File: src/rtl/bis_pkg.sv
// ----------------------------------------------------------------------------
// Binary insertion sorter package
// Sizes, widths and request/result types shared by the sorter RTL.
// ----------------------------------------------------------------------------
package bis_pkg;

    localparam int CAPACITY     = 32;
    localparam int KEY_BITS     = 16;
    localparam int PAYLOAD_BITS = 16;

    // Store address and fill count (count must reach CAPACITY itself).
    localparam int ADDR_W = $clog2(CAPACITY);
    localparam int CNT_W  = $clog2(CAPACITY + 1);

    typedef struct packed {
        logic signed [KEY_BITS-1:0] key;
        logic [PAYLOAD_BITS-1:0]    payload;
        logic                       last;
    } in_req_t;

    typedef struct packed {
        logic signed [KEY_BITS-1:0] sorted_key;
        logic [PAYLOAD_BITS-1:0]    sorted_payload;
        logic                       final_res;
        logic                       overflowed;
    } out_res_t;

    typedef struct packed {
        logic signed [KEY_BITS-1:0] key;
        logic [PAYLOAD_BITS-1:0]    payload;
    } entry_t;

    typedef enum logic [4:0] {
        ST_IDLE  = 5'b00001,
        ST_PROBE = 5'b00010,
        ST_SHIFT = 5'b00100,
        ST_WRITE = 5'b01000,
        ST_EMIT  = 5'b10000
    } state_t;

endpackage

File: src/rtl/binary_insertion_sorter_top.sv
// ----------------------------------------------------------------------------
// Binary insertion sorter
// Stable sort of (key, payload) requests; the set is emitted in ascending key
// order on the request marked last.
// ----------------------------------------------------------------------------
//
//  channel | ports              | direction | contents
//  --------+--------------------+-----------+-----------------------------------
//  s_      | s_valid/s_ready    | in        | s_data: key, payload, last
//  m_      | m_valid/m_ready    | out       | m_data: sorted_key, sorted_payload,
//          |                    |           |         final_res, overflowed
//
//  Insert: accept, then one probe per search step (at most 5, as at most
//  31 entries are stored when a request is inserted), one shift per entry
//  moved up (fill - slot), then a write; the single store read port sets this.
//  Emit: first result valid after the store read and the output load, then one
//  per cycle while m_ready is high; m_ready low holds output and read.
//  s_ready is high only in idle. Reset clears sequencer, fill count, drop flag.
//
module binary_insertion_sorter_top
    import bis_pkg::*;
(
    input  logic     aclk,
    input  logic     aresetn,

    input  logic     s_valid,
    output logic     s_ready,
    input  in_req_t  s_data,

    output logic     m_valid,
    input  logic     m_ready,
    output out_res_t m_data
);

    // ------------------------------------------------------------------------
    // Record store: one write port, one registered read port
    // ------------------------------------------------------------------------
    entry_t             mem [CAPACITY];
    entry_t             rd_data_reg;
    logic               rd_en;
    logic [ADDR_W-1:0]  rd_addr;
    logic               wr_en;
    logic [ADDR_W-1:0]  wr_addr;
    entry_t             wr_data;

    always_ff @(posedge aclk) begin
        if (wr_en) begin
            mem[wr_addr] <= wr_data;
        end
        if (rd_en) begin
            rd_data_reg <= mem[rd_addr];
        end
    end

    // ------------------------------------------------------------------------
    // Sequencer registers
    // ------------------------------------------------------------------------
    state_t             state_reg,     state_next;
    logic [CNT_W-1:0]   fill_reg,      fill_next;
    logic               drop_reg,      drop_next;
    logic [CNT_W-1:0]   lo_reg,        lo_next;
    logic [CNT_W-1:0]   hi_reg,        hi_next;
    logic [CNT_W-1:0]   ptr_reg,       ptr_next;
    entry_t             new_reg,       new_next;
    logic               last_reg,      last_next;
    logic [CNT_W-1:0]   rd_idx_reg,    rd_idx_next;
    logic               pend_reg,      pend_next;
    logic               pend_last_reg, pend_last_next;
    logic               m_valid_reg,   m_valid_next;
    out_res_t           m_data_reg,    m_data_next;

    // Shared compare unit: one search step on the entry just read.
    logic               key_less;
    logic [CNT_W-1:0]   lo_step;
    logic [CNT_W-1:0]   hi_step;
    logic [CNT_W:0]     mid_sum;
    logic [CNT_W-1:0]   mid_step;
    logic [CNT_W-1:0]   mid_first;

    // Output side handshake terms.
    logic               out_take;
    logic               can_load;
    logic               do_load;
    logic               rd_more;

    assign key_less  = $signed(new_reg.key) < $signed(rd_data_reg.key);
    // Probe address sits in lo..hi; upper half drops when new key is smaller.
    assign hi_step   = key_less ? ptr_reg : hi_reg;
    assign lo_step   = key_less ? lo_reg : ptr_reg + CNT_W'(1);
    assign mid_sum   = {1'b0, lo_step} + {1'b0, hi_step};
    assign mid_step  = mid_sum[CNT_W:1];
    assign mid_first = {1'b0, fill_reg[CNT_W-1:1]};

    assign out_take  = m_valid_reg && m_ready;
    assign can_load  = !m_valid_reg || m_ready;
    assign do_load   = pend_reg && can_load;
    assign rd_more   = rd_idx_reg < fill_reg;

    assign s_ready   = (state_reg == ST_IDLE);
    assign m_valid   = m_valid_reg;
    assign m_data    = m_data_reg;

    always_comb begin
        state_next     = state_reg;
        fill_next      = fill_reg;
        drop_next      = drop_reg;
        lo_next        = lo_reg;
        hi_next        = hi_reg;
        ptr_next       = ptr_reg;
        new_next       = new_reg;
        last_next      = last_reg;
        rd_idx_next    = rd_idx_reg;
        pend_next      = pend_reg;
        pend_last_next = pend_last_reg;
        m_valid_next   = m_valid_reg;
        m_data_next    = m_data_reg;
        rd_en          = 1'b0;
        rd_addr        = '0;
        wr_en          = 1'b0;
        wr_addr        = '0;
        wr_data        = new_reg;

        case (state_reg)
            ST_IDLE: begin
                if (s_valid) begin
                    new_next.key     = s_data.key;
                    new_next.payload = s_data.payload;
                    last_next        = s_data.last;
                    rd_idx_next      = '0;
                    pend_next        = 1'b0;
                    if (fill_reg == CNT_W'(CAPACITY)) begin
                        // Store full: drop the request, emit if it closes the set.
                        drop_next  = 1'b1;
                        state_next = s_data.last ? ST_EMIT : ST_IDLE;
                    end else if (fill_reg == '0) begin
                        lo_next    = '0;
                        state_next = ST_WRITE;
                    end else begin
                        // First probe at the middle of 0..fill.
                        lo_next    = '0;
                        hi_next    = fill_reg;
                        ptr_next   = mid_first;
                        rd_en      = 1'b1;
                        rd_addr    = mid_first[ADDR_W-1:0];
                        state_next = ST_PROBE;
                    end
                end
            end

            ST_PROBE: begin
                lo_next = lo_step;
                hi_next = hi_step;
                if (lo_step < hi_step) begin
                    ptr_next = mid_step;
                    rd_en    = 1'b1;
                    rd_addr  = mid_step[ADDR_W-1:0];
                end else if (fill_reg > lo_step) begin
                    // Slot found below the top: start moving entries up.
                    ptr_next   = fill_reg;
                    rd_en      = 1'b1;
                    rd_addr    = ADDR_W'(fill_reg - CNT_W'(1));
                    state_next = ST_SHIFT;
                end else begin
                    state_next = ST_WRITE;
                end
            end

            ST_SHIFT: begin
                wr_en   = 1'b1;
                wr_addr = ptr_reg[ADDR_W-1:0];
                wr_data = rd_data_reg;
                if ((ptr_reg - CNT_W'(1)) > lo_reg) begin
                    ptr_next = ptr_reg - CNT_W'(1);
                    rd_en    = 1'b1;
                    rd_addr  = ADDR_W'(ptr_reg - CNT_W'(2));
                end else begin
                    state_next = ST_WRITE;
                end
            end

            ST_WRITE: begin
                wr_en      = 1'b1;
                wr_addr    = lo_reg[ADDR_W-1:0];
                wr_data    = new_reg;
                fill_next  = fill_reg + CNT_W'(1);
                state_next = last_reg ? ST_EMIT : ST_IDLE;
            end

            ST_EMIT: begin
                if (out_take && m_data_reg.final_res) begin
                    // Final result taken: empty the store for the next set.
                    m_valid_next = 1'b0;
                    pend_next    = 1'b0;
                    fill_next    = '0;
                    drop_next    = 1'b0;
                    state_next   = ST_IDLE;
                end else begin
                    if (do_load) begin
                        m_data_next.sorted_key     = rd_data_reg.key;
                        m_data_next.sorted_payload = rd_data_reg.payload;
                        m_data_next.final_res      = pend_last_reg;
                        m_data_next.overflowed     = drop_reg;
                        m_valid_next               = 1'b1;
                    end else if (out_take) begin
                        m_valid_next = 1'b0;
                    end
                    // Fetch the next entry once the read register is free.
                    if (rd_more && (!pend_reg || do_load)) begin
                        rd_en          = 1'b1;
                        rd_addr        = rd_idx_reg[ADDR_W-1:0];
                        rd_idx_next    = rd_idx_reg + CNT_W'(1);
                        pend_next      = 1'b1;
                        pend_last_next = (rd_idx_reg + CNT_W'(1)) == fill_reg;
                    end else if (do_load) begin
                        pend_next = 1'b0;
                    end
                end
            end

            default: begin
                state_next = ST_IDLE;
            end
        endcase
    end

    // Control state: synchronous active low reset.
    always_ff @(posedge aclk) begin
        if (!aresetn) begin
            state_reg   <= ST_IDLE;
            fill_reg    <= '0;
            drop_reg    <= 1'b0;
            pend_reg    <= 1'b0;
            m_valid_reg <= 1'b0;
        end else begin
            state_reg   <= state_next;
            fill_reg    <= fill_next;
            drop_reg    <= drop_next;
            pend_reg    <= pend_next;
            m_valid_reg <= m_valid_next;
        end
    end

    // Datapath registers: no reset needed.
    always_ff @(posedge aclk) begin
        lo_reg        <= lo_next;
        hi_reg        <= hi_next;
        ptr_reg       <= ptr_next;
        new_reg       <= new_next;
        last_reg      <= last_next;
        rd_idx_reg    <= rd_idx_next;
        pend_last_reg <= pend_last_next;
        m_data_reg    <= m_data_next;
    end

endmodule

File: config.mk
export PLATFORM = sky130hd
export DESIGN_NAME = binary_insertion_sorter_top
export DESIGN_NICKNAME = d
export VERILOG_FILES = /design/src/rtl/bis_pkg.sv /design/src/rtl/binary_insertion_sorter_top.sv
export SDC_FILE = /design/constraint.sdc
export NUM_CORES = 1
export LEC_CHECK = 0
export ABC_AREA = 1
export ABC_CLOCK_PERIOD_IN_PS = 10100
export BUFFER_PORTS_ARGS = -buffer_cell sky130_fd_sc_hd__buf_2
export CORE_AREA = 2 2 327 329
export DETAILED_ROUTE_END_ITERATION = 6
export DIE_AREA = 0 0 329 331
export PLACE_DENSITY = 0.65
export SLEW_MARGIN = 20
export SYNTH_ARGS = -nofsm -noshare
export SYNTH_HDL_FRONTEND = slang
export SYNTH_SLANG_ARGS = --single-unit
File: constraint.sdc
create_clock -name aclk -period 10.1 [get_ports aclk]
set_input_delay 1.515 -clock aclk [delete_from_list [all_inputs] [get_ports aclk]]
set_output_delay 1.515 -clock aclk [all_outputs]
set_load 0.005 [all_outputs]
==> results_dict.tcl <==
set metrics [dict create \
    dp.cells 6130 \
    crit_slowest_cell "buf_4" \
    final_nets 4947 \
    ys_warn_count 0 \
    vias_per_cell 5.69 \
    syn2layout_area_growth_pct 10.6 \
    routabilityCongestion 0.882 \
    ctsHoldBuffers 0 \
    synth.avg_cell_area_um2 10.7 \
    grt_pass1_vias 34600 \
    timing.fmax_mhz 136 \
    synth-seq-cells 1162 \
    drive_above_1_share 0.0797 \
    grt_pass1_wl_um 218000 \
    grt_overflow 0 \
    worst_pin_slew_ns 1.31 \
    cts_tree "built" \
    rows 119 \
    die_area_mm2 0.109 \
    outcome "finished, final reports clean" \
    antenna_found_initial 2 \
    wl_per_cell_um 23.0 \
    design_power_total_w 0.0126 \
    first_pass_iters 6 \
    synth_edf_count 1148 \
    ys_async_sr_fraction 0 \
    die_x_um 329 \
    drv_slew 0 \
    cts-htree-levels 3 \
    num_io_pins 73 \
    powerDensity_mw_per_mm2 219 \
    initial_utilization 0.497 \
    drt-initial-drc-count 4324 \
    ir_worst_vdd_uv 240 \
    skew_ns 0.0398 \
    die_h_um 331 \
    cp-start-kind "flip-flop" \
    yosysUniqueCellTypes 44 \
    yosysSeqAreaShare 0.666 \
    syn_nets 4958 \
    required_ns 10.49 \
    timing_hold_violations_final 0 \
    leakage_nw 22.8 \
    cts_max_path_buffers 3 \
    crit_path_frequent_cell "nand2_1" \
    vias 36100 \
    slew_headroom 0.123 \
    core_area_mm2 0.105 \
    wl_um 146000 \
    min_path_type "reg -> reg" \
    grtUsageTotal 0.268 \
    cp.arrival_ns 7.72 \
    largest_reg_flops 1024 \
    period_share 0.725 \
    cts_setup_buffers 0 \
    post-dp-hpwl_um 72900 \
    syn_inst 4871 \
    path_max_fanout 118 \
    root_buffer "clkbuf_16" \
    grt_max_degree 194 \
    fill_cells 8830 \
    synth_flop_cell "edfxtp_1" \
    cts_buffers 119 \
    diodes 0 \
    rsz0062_at_grt "false" \
    insertion_delay_ns 0.73 \
    final_cells 6349 \
    antenna_left 0 \
    endpoint_kind "flip-flop" \
    post-route-drc-count 0 \
    cts_resized 0 \
    critPathKind "reg -> reg" \
    period_minus_slack_ns 7.33 \
    tns_ns 0 \
    critPathMaxStageDelay_ns 0.80 \
    port_buffers 72 \
    syn-cell-area_mm2 0.0522 \
    setup_viol_count_final 0 \
    clkSinkCount 1162 \
    cap_violations 0 \
    clkTransAtPathRegs_ns 0.06 \
]
[placed cells by master (no fill, tap or decap), types with 4 or more instances in the layout]
cell | synthesis | routed
clkbuf_1 | 87 | 23
a21oi_1 | 28 | 27
nand3b_1 | 227 | 227
o21a_1 | 5 | 5
o21ai_0 | 43 | 27
edfxtp_1 | 1148 | 1148
o21ai_2 | 1 | 12
o21bai_1 | 4 | 4
nand4_1 | 4 | 4
o22ai_1 | 7 | 7
bufinv_16 | 0 | 8
nor3_1 | 10 | 10
nand3_1 | 1125 | 1125
clkbuf_16 | 0 | 120
clkinvlp_4 | 0 | 5
nor2_1 | 86 | 51
o211ai_1 | 7 | 7
nand2_2 | 6 | 8
a221oi_1 | 4 | 4
ha_1 | 49 | 49
buf_12 | 0 | 8
clkinv_1 | 1 | 35
dfxtp_1 | 14 | 14
xor2_1 | 16 | 16
inv_1 | 709 | 708
nand2_1 | 1055 | 1052
o21ai_1 | 2 | 5
clkinv_2 | 0 | 24
buf_2 | 161 | 72
buf_4 | 27 | 76
nor2_4 | 1 | 36
[critical path, delay by kind of cell, from the launching register on]
| family | cells | cell delay (ns) |
|---|---|---|
| AOI/OAI and AO/OA | 4 | 1.23 |
| adders and majority gates | 2 | 0.64 |
| and+or+nand+nor | 16 | 2.59 |
| buffers and inverters | 4 | 1.77 |
| DFF | 1 | 0.57 |
[per-layer routing]
| metal | routed length, um | up-vias | GRT usage |
|---|---|---|---|
| li1 | - | 16500 | - |
| met1 | 59300 | 17500 | 0.366 |
| met2 | 68200 | 1783 | 0.437 |
| met3 | 13200 | 332 | 0.0405 |
| met4 | 5480 | 0 | 0.0980 |
| met5 | 0 | - | 0 |
[final cells by class]
cell class | count | area [um^2] | share of cell area
flip-flops and latches | 1162 | 34800 | 0.602
clock buffers | 143 | 3090 | 0.0535
repair buffers | 156 | 1090 | 0.0189
well taps | 1391 | 1740 | 0.0302
multi-input cells | 2707 | 13700 | 0.237
inverters | 714 | 2690 | 0.0465
clock inverters | 76 | 656 | 0.0114
[report_power, final]
| group | leakage, nW | internal [W] | switching, W |
|---|---|---|---|
| Clock | 1.82 | 0.00238 | 0.00187 |
| Combinational | 10.5 | 0.000623 | 0.00176 |
| Sequential | 10.5 | 0.00589 | 0.000106 |
[worst paths after layout]
kind	start	end	slack, ns	depth (start not counted)
worst max-delay path	rd_data_reg[26]	rd_data_reg[25]	2.77	26
worst min-delay path	pend_last_reg	m_data[1]	0.43	0
worst max register to register	rd_data_reg[26]	rd_data_reg[25]	2.77	26
worst min register to register	pend_last_reg	m_data[1]	0.43	0
[cells in the mapped netlist (5+ instances only)]
master | n | area, um^2
edfxtp_1 | 1148 | 34500
nand3_1 | 1125 | 5630
nand2_1 | 1055 | 3960
inv_1 | 709 | 2660
nand3b_1 | 227 | 1700
buf_2 | 161 | 806
clkbuf_1 | 87 | 327
nor2_1 | 86 | 323
ha_1 | 49 | 613
o21ai_0 | 43 | 215
a21oi_1 | 28 | 140
buf_4 | 27 | 203
xor2_1 | 16 | 140
dfxtp_1 | 14 | 280
nor3_1 | 10 | 50.1
buf_1 | 7 | 26.3
o211ai_1 | 7 | 52.6
o22ai_1 | 7 | 43.8
buf_6 | 6 | 67.6
nand2_2 | 6 | 37.5
o21a_1 | 5 | 37.5
[cell families after synthesis]
| kind of cell | after synthesis | share of synthesized area |
|---|---|---|
| adder cells (fa/ha/maj) | 50 | 0.0121 |
| buffers and inverters | 1002 | 0.0787 |
| AO/OA/AOI/OAI | 111 | 0.0128 |
| flip-flops | 1162 | 0.666 |
| AND/OR/NAND/NOR | 2527 | 0.227 |
| XOR/XNOR | 19 | 0.00319 |
[stage by stage]
stage | cell area, um^2 | worst slack (ns) | util | hold WS, ns
2_1_floorplan | 52200 | 5.63 | - | 0.400
3_3_place_gp | 54000 | 3.04 | 0.514 | 0.400
3_5_place_dp | 54000 | 2.84 | 0.514 | 0.409
4_1_cts | 57700 | 2.83 | 0.550 | 0.429
5_1_grt | 57700 | 2.33 | 0.550 | 0.433
6_report | 57700 | 2.77 | 0.550 | 0.426
No activity file was read; power rests on OpenSTA's default activity.
